`src/sv/tsg_pkg.sv`:
```
`timescale 1ns / 1ps
package tsg_pkg;

  // Fixed field widths of a draw command and of a span.
  localparam int WIDTH_W  = 7;
  localparam int HEIGHT_W = 10;
  localparam int COLOR_W  = 8;
  localparam int STEP_W   = WIDTH_W - 1;

  // Span budget per command.
  localparam int SPAN_LIMIT = 64;
  localparam int COUNT_W    = $clog2(SPAN_LIMIT + 1);

  // Restoring divider: one quotient bit per cycle.
  localparam int DIV_STEPS = HEIGHT_W;
  localparam int DIV_CNT_W = $clog2(DIV_STEPS);

  // Shrink rules.
  localparam int WIDE_MARGIN   = 50;
  localparam int SHRINK_WIDE   = 4;
  localparam int SHRINK_NARROW = 2;

  typedef struct packed {
    logic load;      // latch a new command and start the divide
    logic div_step;  // advance the divider by one bit
    logic emit;      // load the current row into the output register and advance
  } tsg_cmd_t;

  typedef struct packed {
    logic div_done;  // this divide step produces the final quotient bit
    logic has_span;  // current row state describes a span to send
    logic last;      // the current row is the final span of the command
    logic out_free;  // output register can take a beat this cycle
  } tsg_status_t;

endpackage

```
`src/sv/triangle_span_generator.sv`:
```
`timescale 1ns / 1ps
// A latched command first runs the serial height divider; its first span is registered after the divide.
// Throughput: one span per cycle after the divide, up to 64 spans, while span_stall does not hold
// the output register; the serial height divider runs once per command before its spans.
// The next command is accepted the cycle after its predecessor's last span is registered.
// Reset (rst, synchronous, active high) returns the controller to idle and empties the
// output register; held command and row registers keep stale values until the next load.
module triangle_span_generator
  import tsg_pkg::*;
#(
  parameter int MAX_WIDTH  = 127,
  parameter int COORD_BITS = 12
) (
  input  logic                         clk,
  input  logic                         rst,
  // Command channel: accepted when cmd_valid is high and cmd_stall is low.
  input  logic                         cmd_valid,
  output logic                         cmd_stall,
  input  logic signed [COORD_BITS-1:0] pos_x,
  input  logic signed [COORD_BITS-1:0] pos_y,
  input  logic [WIDTH_W-1:0]           width,
  input  logic [HEIGHT_W-1:0]          height,
  input  logic                         outline,
  input  logic [COLOR_W-1:0]           color_r,
  input  logic [COLOR_W-1:0]           color_g,
  input  logic [COLOR_W-1:0]           color_b,
  // Span channel: one beat per row, base row first.
  output logic                         span_valid,
  input  logic                         span_stall,
  output logic signed [COORD_BITS:0]   span_x,
  output logic signed [COORD_BITS:0]   span_end_x,
  output logic signed [COORD_BITS:0]   span_y,
  output logic [WIDTH_W-1:0]           span_len,
  output logic                         endpoints_only,
  output logic [COLOR_W-1:0]           out_r,
  output logic [COLOR_W-1:0]           out_g,
  output logic [COLOR_W-1:0]           out_b,
  output logic                         last_span
);

  // The controller sequences load, divide and row emission; the datapath holds the
  // command, runs the restoring divider for rows-per-step and walks the rows.
  tsg_cmd_t    cmd;
  tsg_status_t status;

  tsg_ctrl u_ctrl (
    .clk       (clk),
    .rst       (rst),
    .cmd_valid (cmd_valid),
    .cmd_stall (cmd_stall),
    .status    (status),
    .cmd       (cmd)
  );

  // Advance a row only when the output register is empty or its beat is taken,
  // so a waiting span never blocks the walk longer than needed.
  tsg_dpath #(
    .MAX_WIDTH  (MAX_WIDTH),
    .COORD_BITS (COORD_BITS)
  ) u_dpath (
    .clk            (clk),
    .rst            (rst),
    .cmd            (cmd),
    .status         (status),
    .pos_x          (pos_x),
    .pos_y          (pos_y),
    .width          (width),
    .height         (height),
    .outline        (outline),
    .color_r        (color_r),
    .color_g        (color_g),
    .color_b        (color_b),
    .span_stall     (span_stall),
    .span_valid     (span_valid),
    .span_x         (span_x),
    .span_end_x     (span_end_x),
    .span_y         (span_y),
    .span_len       (span_len),
    .endpoints_only (endpoints_only),
    .out_r          (out_r),
    .out_g          (out_g),
    .out_b          (out_b),
    .last_span      (last_span)
  );

endmodule

```
`src/sv/tsg_ctrl.sv`:
```
`timescale 1ns / 1ps
module tsg_ctrl
  import tsg_pkg::*;
(
  input  logic        clk,
  input  logic        rst,
  input  logic        cmd_valid,
  output logic        cmd_stall,
  input  tsg_status_t status,
  output tsg_cmd_t    cmd
);

  typedef enum logic [1:0] {
    ST_IDLE,
    ST_DIVIDE,
    ST_EMIT
  } state_t;

  state_t state;
  state_t state_next;

  assign cmd_stall = (state != ST_IDLE);

  always_comb begin
    cmd          = '0;
    cmd.load     = (state == ST_IDLE) && cmd_valid;
    cmd.div_step = (state == ST_DIVIDE);
    cmd.emit     = (state == ST_EMIT) && status.out_free;
  end

  always_comb begin
    state_next = state;
    unique case (state)
      ST_IDLE: begin
        if (cmd_valid) state_next = ST_DIVIDE;
      end
      ST_DIVIDE: begin
        // drop commands with no rows right after the divide
        if (status.div_done) state_next = status.has_span ? ST_EMIT : ST_IDLE;
      end
      ST_EMIT: begin
        if (status.out_free && status.last) state_next = ST_IDLE;
      end
      default: state_next = ST_IDLE;
    endcase
  end

  always_ff @(posedge clk) begin
    if (rst) begin
      state <= ST_IDLE;
    end else begin
      state <= state_next;
    end
  end

endmodule

```
`src/sv/tsg_dpath.sv`:
```
`timescale 1ns / 1ps
module tsg_dpath
  import tsg_pkg::*;
#(
  parameter int MAX_WIDTH  = 127,
  parameter int COORD_BITS = 12
) (
  input  logic                         clk,
  input  logic                         rst,
  input  tsg_cmd_t                     cmd,
  output tsg_status_t                  status,
  input  logic signed [COORD_BITS-1:0] pos_x,
  input  logic signed [COORD_BITS-1:0] pos_y,
  input  logic [WIDTH_W-1:0]           width,
  input  logic [HEIGHT_W-1:0]          height,
  input  logic                         outline,
  input  logic [COLOR_W-1:0]           color_r,
  input  logic [COLOR_W-1:0]           color_g,
  input  logic [COLOR_W-1:0]           color_b,
  input  logic                         span_stall,
  output logic                         span_valid,
  output logic signed [COORD_BITS:0]   span_x,
  output logic signed [COORD_BITS:0]   span_end_x,
  output logic signed [COORD_BITS:0]   span_y,
  output logic [WIDTH_W-1:0]           span_len,
  output logic                         endpoints_only,
  output logic [COLOR_W-1:0]           out_r,
  output logic [COLOR_W-1:0]           out_g,
  output logic [COLOR_W-1:0]           out_b,
  output logic                         last_span
);

  localparam int CW = COORD_BITS + 1;

  // Held command
  logic [COORD_BITS-1:0] base_x;
  logic [WIDTH_W-1:0]    base_w;
  logic [HEIGHT_W-1:0]   hgt;
  logic                  outl;
  logic [COLOR_W-1:0]    col_r;
  logic [COLOR_W-1:0]    col_g;
  logic [COLOR_W-1:0]    col_b;
  logic                  wide;
  logic                  shrink4;

  // Row walk
  logic [WIDTH_W-1:0]    row_width;
  logic [CW-1:0]         row_y;
  logic [COUNT_W-1:0]    row_cnt;
  logic [HEIGHT_W-1:0]   step_cnt;

  // Divider
  logic [STEP_W-1:0]     divisor;
  logic [STEP_W-1:0]     rem;
  logic [HEIGHT_W-1:0]   quo;
  logic [DIV_CNT_W-1:0]  div_cnt;

  logic [WIDTH_W-1:0]    w_sat;
  logic [STEP_W-1:0]     half_w;
  logic [STEP_W:0]       trial;
  logic [STEP_W:0]       diff;
  logic                  ge;
  logic [HEIGHT_W-1:0]   rows_per_step;
  logic [HEIGHT_W:0]     step_inc;
  logic                  dec_now;
  logic [WIDTH_W-1:0]    dec_amt;
  logic [WIDTH_W-1:0]    width_next;
  logic                  width_pos_next;
  logic [COUNT_W-1:0]    cnt_inc;
  logic                  has_span;
  logic                  next_has;
  logic [WIDTH_W-1:0]    w_diff;
  logic [CW-1:0]         xs;
  logic [CW-1:0]         xe;

  assign w_sat  = (width > WIDTH_W'(MAX_WIDTH)) ? WIDTH_W'(MAX_WIDTH) : width;
  assign half_w = w_sat[WIDTH_W-1:1];

  assign trial = {rem, quo[HEIGHT_W-1]};
  assign ge    = (trial >= {1'b0, divisor});
  assign diff  = trial - {1'b0, divisor};

  assign rows_per_step = (quo == '0) ? HEIGHT_W'(1) : quo;
  assign step_inc      = {1'b0, step_cnt} + (HEIGHT_W + 1)'(1);

  assign dec_now        = wide || (step_inc >= {1'b0, rows_per_step});
  assign dec_amt        = (wide && shrink4) ? WIDTH_W'(SHRINK_WIDE) : WIDTH_W'(SHRINK_NARROW);
  assign width_next     = dec_now ? (row_width - dec_amt) : row_width;
  assign width_pos_next = !dec_now || (row_width > dec_amt);
  assign cnt_inc        = row_cnt + COUNT_W'(1);

  assign has_span = (row_width != '0) && (HEIGHT_W'(row_cnt) <= hgt)
                    && (row_cnt < COUNT_W'(SPAN_LIMIT));
  assign next_has = width_pos_next && (HEIGHT_W'(cnt_inc) <= hgt)
                    && (cnt_inc < COUNT_W'(SPAN_LIMIT));

  // Center the span on the base: the width difference is always even.
  assign w_diff = base_w - row_width;
  assign xs     = {base_x[COORD_BITS-1], base_x} + CW'(w_diff[WIDTH_W-1:1]);
  assign xe     = xs + CW'(row_width) - CW'(1);

  always_comb begin
    status          = '0;
    status.div_done = cmd.div_step && (div_cnt == DIV_CNT_W'(DIV_STEPS - 1));
    status.has_span = has_span;
    status.last     = !next_has;
    status.out_free = !span_valid || !span_stall;
  end

  always_ff @(posedge clk) begin
    if (cmd.load) begin
      base_x    <= pos_x;
      base_w    <= w_sat;
      hgt       <= height;
      outl      <= outline;
      col_r     <= color_r;
      col_g     <= color_g;
      col_b     <= color_b;
      wide      <= (HEIGHT_W'(w_sat) >= height);
      shrink4   <= ((HEIGHT_W + 1)'(w_sat) >
                    ((HEIGHT_W + 1)'(height) + (HEIGHT_W + 1)'(WIDE_MARGIN)));
      row_width <= w_sat;
      row_y     <= {pos_y[COORD_BITS-1], pos_y} + CW'(height);
      row_cnt   <= '0;
      step_cnt  <= '0;
      divisor   <= (half_w == '0) ? STEP_W'(1) : half_w;
      rem       <= '0;
      quo       <= height;
      div_cnt   <= '0;
    end else if (cmd.div_step) begin
      rem     <= ge ? diff[STEP_W-1:0] : trial[STEP_W-1:0];
      quo     <= {quo[HEIGHT_W-2:0], ge};
      div_cnt <= div_cnt + DIV_CNT_W'(1);
    end else if (cmd.emit) begin
      row_width <= width_next;
      row_y     <= row_y - CW'(1);
      row_cnt   <= cnt_inc;
      if (!wide) begin
        step_cnt <= dec_now ? '0 : step_inc[HEIGHT_W-1:0];
      end
    end
  end

  // Output register
  always_ff @(posedge clk) begin
    if (cmd.emit) begin
      span_x         <= xs;
      span_end_x     <= xe;
      span_y         <= row_y;
      span_len       <= row_width;
      endpoints_only <= outl && (row_cnt != '0);
      out_r          <= col_r;
      out_g          <= col_g;
      out_b          <= col_b;
      last_span      <= !next_has;
    end
  end

  always_ff @(posedge clk) begin
    if (rst) begin
      span_valid <= 1'b0;
    end else if (cmd.emit) begin
      span_valid <= 1'b1;
    end else if (!span_stall) begin
      span_valid <= 1'b0;
    end
  end

  a_emit_has_span: assert property (@(posedge clk) disable iff (rst)
    cmd.emit |-> has_span)
    else $error("span emitted from an empty row state");

  // After the final span the row width may wrap, so only a non-final beat is checked.
  a_last_matches: assert property (@(posedge clk) disable iff (rst)
    (cmd.emit && !status.last) |=> has_span)
    else $error("last flag disagrees with the next row state");

  a_len_nonzero: assert property (@(posedge clk) disable iff (rst)
    span_valid |-> (span_len != '0))
    else $error("zero-length span on the output");

endmodule
```
`config.mk`:
```
export PLATFORM = sky130hd
export DESIGN_NAME = triangle_span_generator
export DESIGN_NICKNAME = d
export VERILOG_FILES = /design/src/sv/tsg_pkg.sv /design/src/sv/triangle_span_generator.sv /design/src/sv/tsg_ctrl.sv /design/src/sv/tsg_dpath.sv
export SDC_FILE = /design/constraint.sdc
export NUM_CORES = 1
export LEC_CHECK = 0
export BUFFER_PORTS_ARGS = -buffer_cell sky130_fd_sc_hd__buf_2
export CAP_MARGIN = 30
export CELL_PAD_IN_SITES_DETAIL_PLACEMENT = 1
export CELL_PAD_IN_SITES_GLOBAL_PLACEMENT = 1
export CORE_UTILIZATION = 46
export DETAILED_ROUTE_END_ITERATION = 8
export PLACE_DENSITY_LB_ADDON = 0.1
export RECOVER_POWER = 100
export SYNTH_ARGS = -nofsm -noshare
export SYNTH_HDL_FRONTEND = slang
export SYNTH_SLANG_ARGS = --single-unit
```
`constraint.sdc`:
```
create_clock -name clk -period 5.8 [get_ports clk]
set_input_delay 0 -clock clk [delete_from_list [all_inputs] [get_ports clk]]
set_output_delay 0 -clock clk [all_outputs]
set_load 0.005 [all_outputs]
```
==> run_summary.xml <==
<?xml version="1.0" encoding="UTF-8"?>
<metrics>
  <group name="clock_tree">
    <metric name="tritoncts" unit="">done</metric>
    <metric name="tritoncts_num_sinks" unit="">194</metric>
    <metric name="htree_num_levels" unit="">4</metric>
    <metric name="root_buffer" unit="">clkbuf_16</metric>
    <metric name="resize_count_post_cts" unit="">0</metric>
    <metric name="clock_path_buffers" unit="">2</metric>
    <metric name="clkLatencyLatePin" unit="ns">0.45</metric>
    <metric name="clk_pin_slew_worst_paths" unit="ns">0.08</metric>
    <metric name="numCtsBuffers" unit="">17</metric>
  </group>
  <group name="placed_design">
    <metric name="port_buffers" unit="">143</metric>
    <metric name="routabilityCongestion" unit="">0.849</metric>
    <metric name="dp_hpwl" unit="um">18400</metric>
  </group>
  <group name="power_and_ir_drop">
    <metric name="p_per_area" unit="mW/mm2">337</metric>
    <metric name="power_leakage" unit="nW">5.05</metric>
    <metric name="ir_drop" unit="mV">0.211</metric>
  </group>
  <group name="sta">
    <metric name="worst_slew_margin_rel" unit="">-1.72</metric>
    <metric name="max_freq" unit="MHz">208</metric>
    <metric name="setup_violations" unit="">0</metric>
    <metric name="timing_max_transition_violations_final" unit="">149</metric>
    <metric name="finClkSkew" unit="ns">0.0142</metric>
    <metric name="transition_time_of_the_tightest_slew_check_pin" unit="ns">4.08</metric>
    <metric name="totalNegativeSetupSlack" unit="ns">0</metric>
    <metric name="finalWorstPathRequiredPeriod" unit="ns">4.80</metric>
    <metric name="final-hold-violation-count" unit="">0</metric>
    <metric name="final_critical_path_share_of_the_clock_period" unit="">0.828</metric>
    <metric name="rsz0062_at_grt" unit="">no</metric>
  </group>
  <group name="synthesis">
    <metric name="syn-num-nets" unit="">1084</metric>
    <metric name="syn_inst" unit="">919</metric>
    <metric name="yosys_warnings" unit="">0</metric>
    <metric name="synth-seq-cells" unit="">194</metric>
    <metric name="yosys_most_used_dff" unit="">edfxtp_1</metric>
    <metric name="syn_area_per_cell" unit="um2">11.3</metric>
    <metric name="synth.yosys.seq_area_share" unit="">0.533</metric>
    <metric name="syn-cell-area" unit="mm2">0.0104</metric>
    <metric name="synth-edff-count" unit="">164</metric>
    <metric name="synth_cell_type_count" unit="">74</metric>
    <metric name="asyncSetResetFlopFracSynth" unit="">0</metric>
  </group>
  <group name="floorplanning">
    <metric name="row_count" unit="">54</metric>
    <metric name="die_h" unit="um">152</metric>
    <metric name="die-width" unit="um">152</metric>
    <metric name="design.core.area" unit="mm2">0.0220</metric>
    <metric name="initial_core_util" unit="">0.472</metric>
    <metric name="fp.dieArea" unit="mm2">0.0231</metric>
    <metric name="ioPinCount" unit="">144</metric>
  </group>
  <group name="global_routing">
    <metric name="track_usage" unit="">0.233</metric>
    <metric name="grt_pass1_wl" unit="um">42400</metric>
    <metric name="globalRouteOverflowTotal" unit="">0</metric>
    <metric name="maximum_number_of_pins_on_one_net_before_global_route_repair" unit="">73</metric>
    <metric name="grt_antenna_before_repair" unit="">0</metric>
    <metric name="grt_pass1_vias" unit="">8131</metric>
  </group>
  <group name="layout">
    <metric name="final_common_cell" unit="">edfxtp_1</metric>
    <metric name="final_layout_size_suffix_gt1_frac" unit="">0.117</metric>
    <metric name="final_nets" unit="">1284</metric>
    <metric name="mostFrequentLayoutCells" unit="">164 x edfxtp_1, 96 x inv_1, 89 x ha_1</metric>
    <metric name="synthToLayoutAreaGrowth" unit="%">20.3</metric>
    <metric name="final_util" unit="">0.568</metric>
    <metric name="num_antenna_cells" unit="">0</metric>
  </group>
  <group name="critical_path">
    <metric name="critical_path_required" unit="ns">5.98</metric>
    <metric name="path_delay_family" unit="">compound AO/OA/AOI/OAI gates</metric>
    <metric name="timing.setup.critical_path_class" unit="">reg -&gt; reg</metric>
    <metric name="cp_cell_sequence" unit="">nand2b_1, fa_1, a21o_1, a21oi_1, xnor2_1, ha_1, o21ai_0, a21oi_1, o21ai_0, nand2b_1, xnor2_1, ha_1, inv_1, ha_1, o21ai_0, nand2_1, a31oi_1, nor3b_1, a211o_1, o21ai_0, nor3b_1</metric>
    <metric name="path_max_fanout" unit="">6</metric>
    <metric name="timing.critical_path.mode_cell" unit="">o21ai_0</metric>
    <metric name="critical_path_arrival" unit="ns">4.98</metric>
    <metric name="cp.buffers_inverters" unit="">1</metric>
    <metric name="slowest_cell_on_crit_path" unit="">fa_1</metric>
    <metric name="crit_path_max_incr_delay" unit="ns">0.41</metric>
    <metric name="critPathLaunchType" unit="">flip-flop</metric>
    <metric name="end_kind" unit="">flip-flop</metric>
  </group>
  <group name="run_status">
    <metric name="result_of_the_run" unit="">finished with violations</metric>
    <metric name="violations" unit="">design-rule violations, max-capacitance violations, max-slew violations</metric>
  </group>
  <group name="route">
    <metric name="final_wl" unit="um">26000</metric>
    <metric name="avgViaCountPerCell" unit="">5.43</metric>
    <metric name="drc_errors" unit="">23</metric>
    <metric name="dr_total_vias" unit="">7668</metric>
    <metric name="drtPass1Iterations" unit="">6</metric>
    <metric name="post_drt_wl_per_cell" unit="um">18.4</metric>
    <metric name="final_antenna_net_count" unit="">0</metric>
    <metric name="detail_route.iter0.violations" unit="">368</metric>
  </group>
  <group name="flow_run">
    <metric name="cap_viol_max_count" unit="">3</metric>
  </group>
  <group name="min_path">
    <metric name="worstHoldPathType" unit="">in -&gt; reg</metric>
  </group>
</metrics>
synth_stat cells, types with 2 or more instances:
master      n  share of area
a221o_1     2         0.0019
o21bai_1    6         0.0043
o21a_1     12         0.0087
a21o_1     14          0.010
a31oi_1     5         0.0030
nand3b_1    8         0.0058
xor2_1     21          0.018
a211o_1     2         0.0017
inv_1      95          0.034
nor3_1     12         0.0058
nor2b_1    13         0.0078
nand2_1    61          0.022
clkinv_1    2        0.00072
a21oi_1    43          0.021
nand3_1    25          0.012
nor2_1     51          0.018
or3_1       5         0.0030
o22ai_1     4         0.0024
o21ai_0    58          0.028
a211oi_1    7         0.0051
nor3b_1     3         0.0022
dfxtp_1    30          0.058
nor4b_1     3         0.0025
or2_2       2         0.0012
o21ai_1     6         0.0029
a32o_1      5         0.0048
o211ai_1    6         0.0043
nand4_1     7         0.0042
nand2b_1   13         0.0078
or4_1       4         0.0029
a31o_2      3         0.0025
a22o_1      4         0.0034
fa_1        6          0.012
xnor2_1    39          0.033
and3_1     10         0.0060
o31ai_1     5         0.0036
clkbuf_1   20         0.0072
edfxtp_1  164           0.48
ha_1       89           0.11
mux2i_1     4         0.0039
nor4_1     11         0.0066
o31a_1      3         0.0025
buf_2       5         0.0024
flip-flops by register name (all words and copies together) (netlist names), 10 cells and up:
register,count
u_dpath.hgt,10
u_dpath.quo,10
u_dpath.span_x,13
u_dpath.span_end_x,13
u_dpath.span_y,13
u_dpath.base_x,12
u_dpath.step_cnt,10
u_dpath.row_y,13
routing by layer:
| layer | vias up | GRT usage | wire [um] |
|---|---|---|---|
| met3 | 29 | 0.0365 | 748 |
| met2 | 141 | 0.418 | 13300 |
| li1 | 3742 | - | - |
| met1 | 3756 | 0.286 | 11500 |
| met4 | 0 | 0.0719 | 451 |
| met5 | - | 0 | 0 |
per-stage QoR:
stage	instances	cell area [um2]	hold WS [ns]	total power [mW]	worst slack, ns
floorplan	919	10400	0.0691	2.66	1.63
global placement	1319	11400	0.177	2.92	1.28
detailed placement	1320	11400	0.178	2.97	1.15
CTS	1411	12600	0.0611	4.25	1.08
global route	1412	12500	0.120	4.46	0.459
finish	1412	12500	0.0942	4.20	0.999
where the power goes:
| part | switching (mW) | total [mW] | leakage, nW | internal, mW |
|---|---|---|---|---|
| Sequential | 0.0603 | 1.73 | 1.78 | 1.67 |
| Combinational | 0.718 | 1.24 | 2.98 | 0.521 |
| Clock | 0.634 | 1.24 | 0.300 | 0.603 |
final timing paths:
kind,start,to,slack [ns],depth (start not counted)
hold reg to reg,u_dpath.col_g[6],u_dpath.out_g[6],0.42,0
setup / recovery,u_dpath.base_w[0],u_dpath.span_end_x[12],1.0,21
hold / removal,pos_y[0],u_dpath.row_y[0],0.09,4
setup reg to reg,u_dpath.base_w[0],u_dpath.span_end_x[12],1.0,21
area by class of cell:
class,instances,area [um2]
fill,2383,9480
sequential,194,5530
multi-input combinational,601,4340
timing repair buffer,207,1250
clock buffer,17,425
inverter,98,372
tap,280,350
clock inverter,15,208
tightest hold or removal path: stages:
cell and delay [ns]:
buf_2 0.11, ha_1 0.15, nor2_1 0.05, a21oi_1 0.10
what timing repair did:
action | CTS | global route
setup buffers | 0 | 0
hold buffers | 59 | 0
endpoints found under the hold margin | 78 | 0
cells by family (layout without fill, tap and decap cells):
family | after synthesis | in the layout | share of synthesized area
buf+inv | 124 | 337 | 0.0455
xor+xnor | 60 | 60 | 0.0507
compound gates | 207 | 207 | 0.133
flops | 194 | 194 | 0.533
fa+ha+maj | 95 | 95 | 0.119
simple gates | 233 | 233 | 0.113
mux | 6 | 6 | 0.00604
Power figures use the tool's default switching activity.
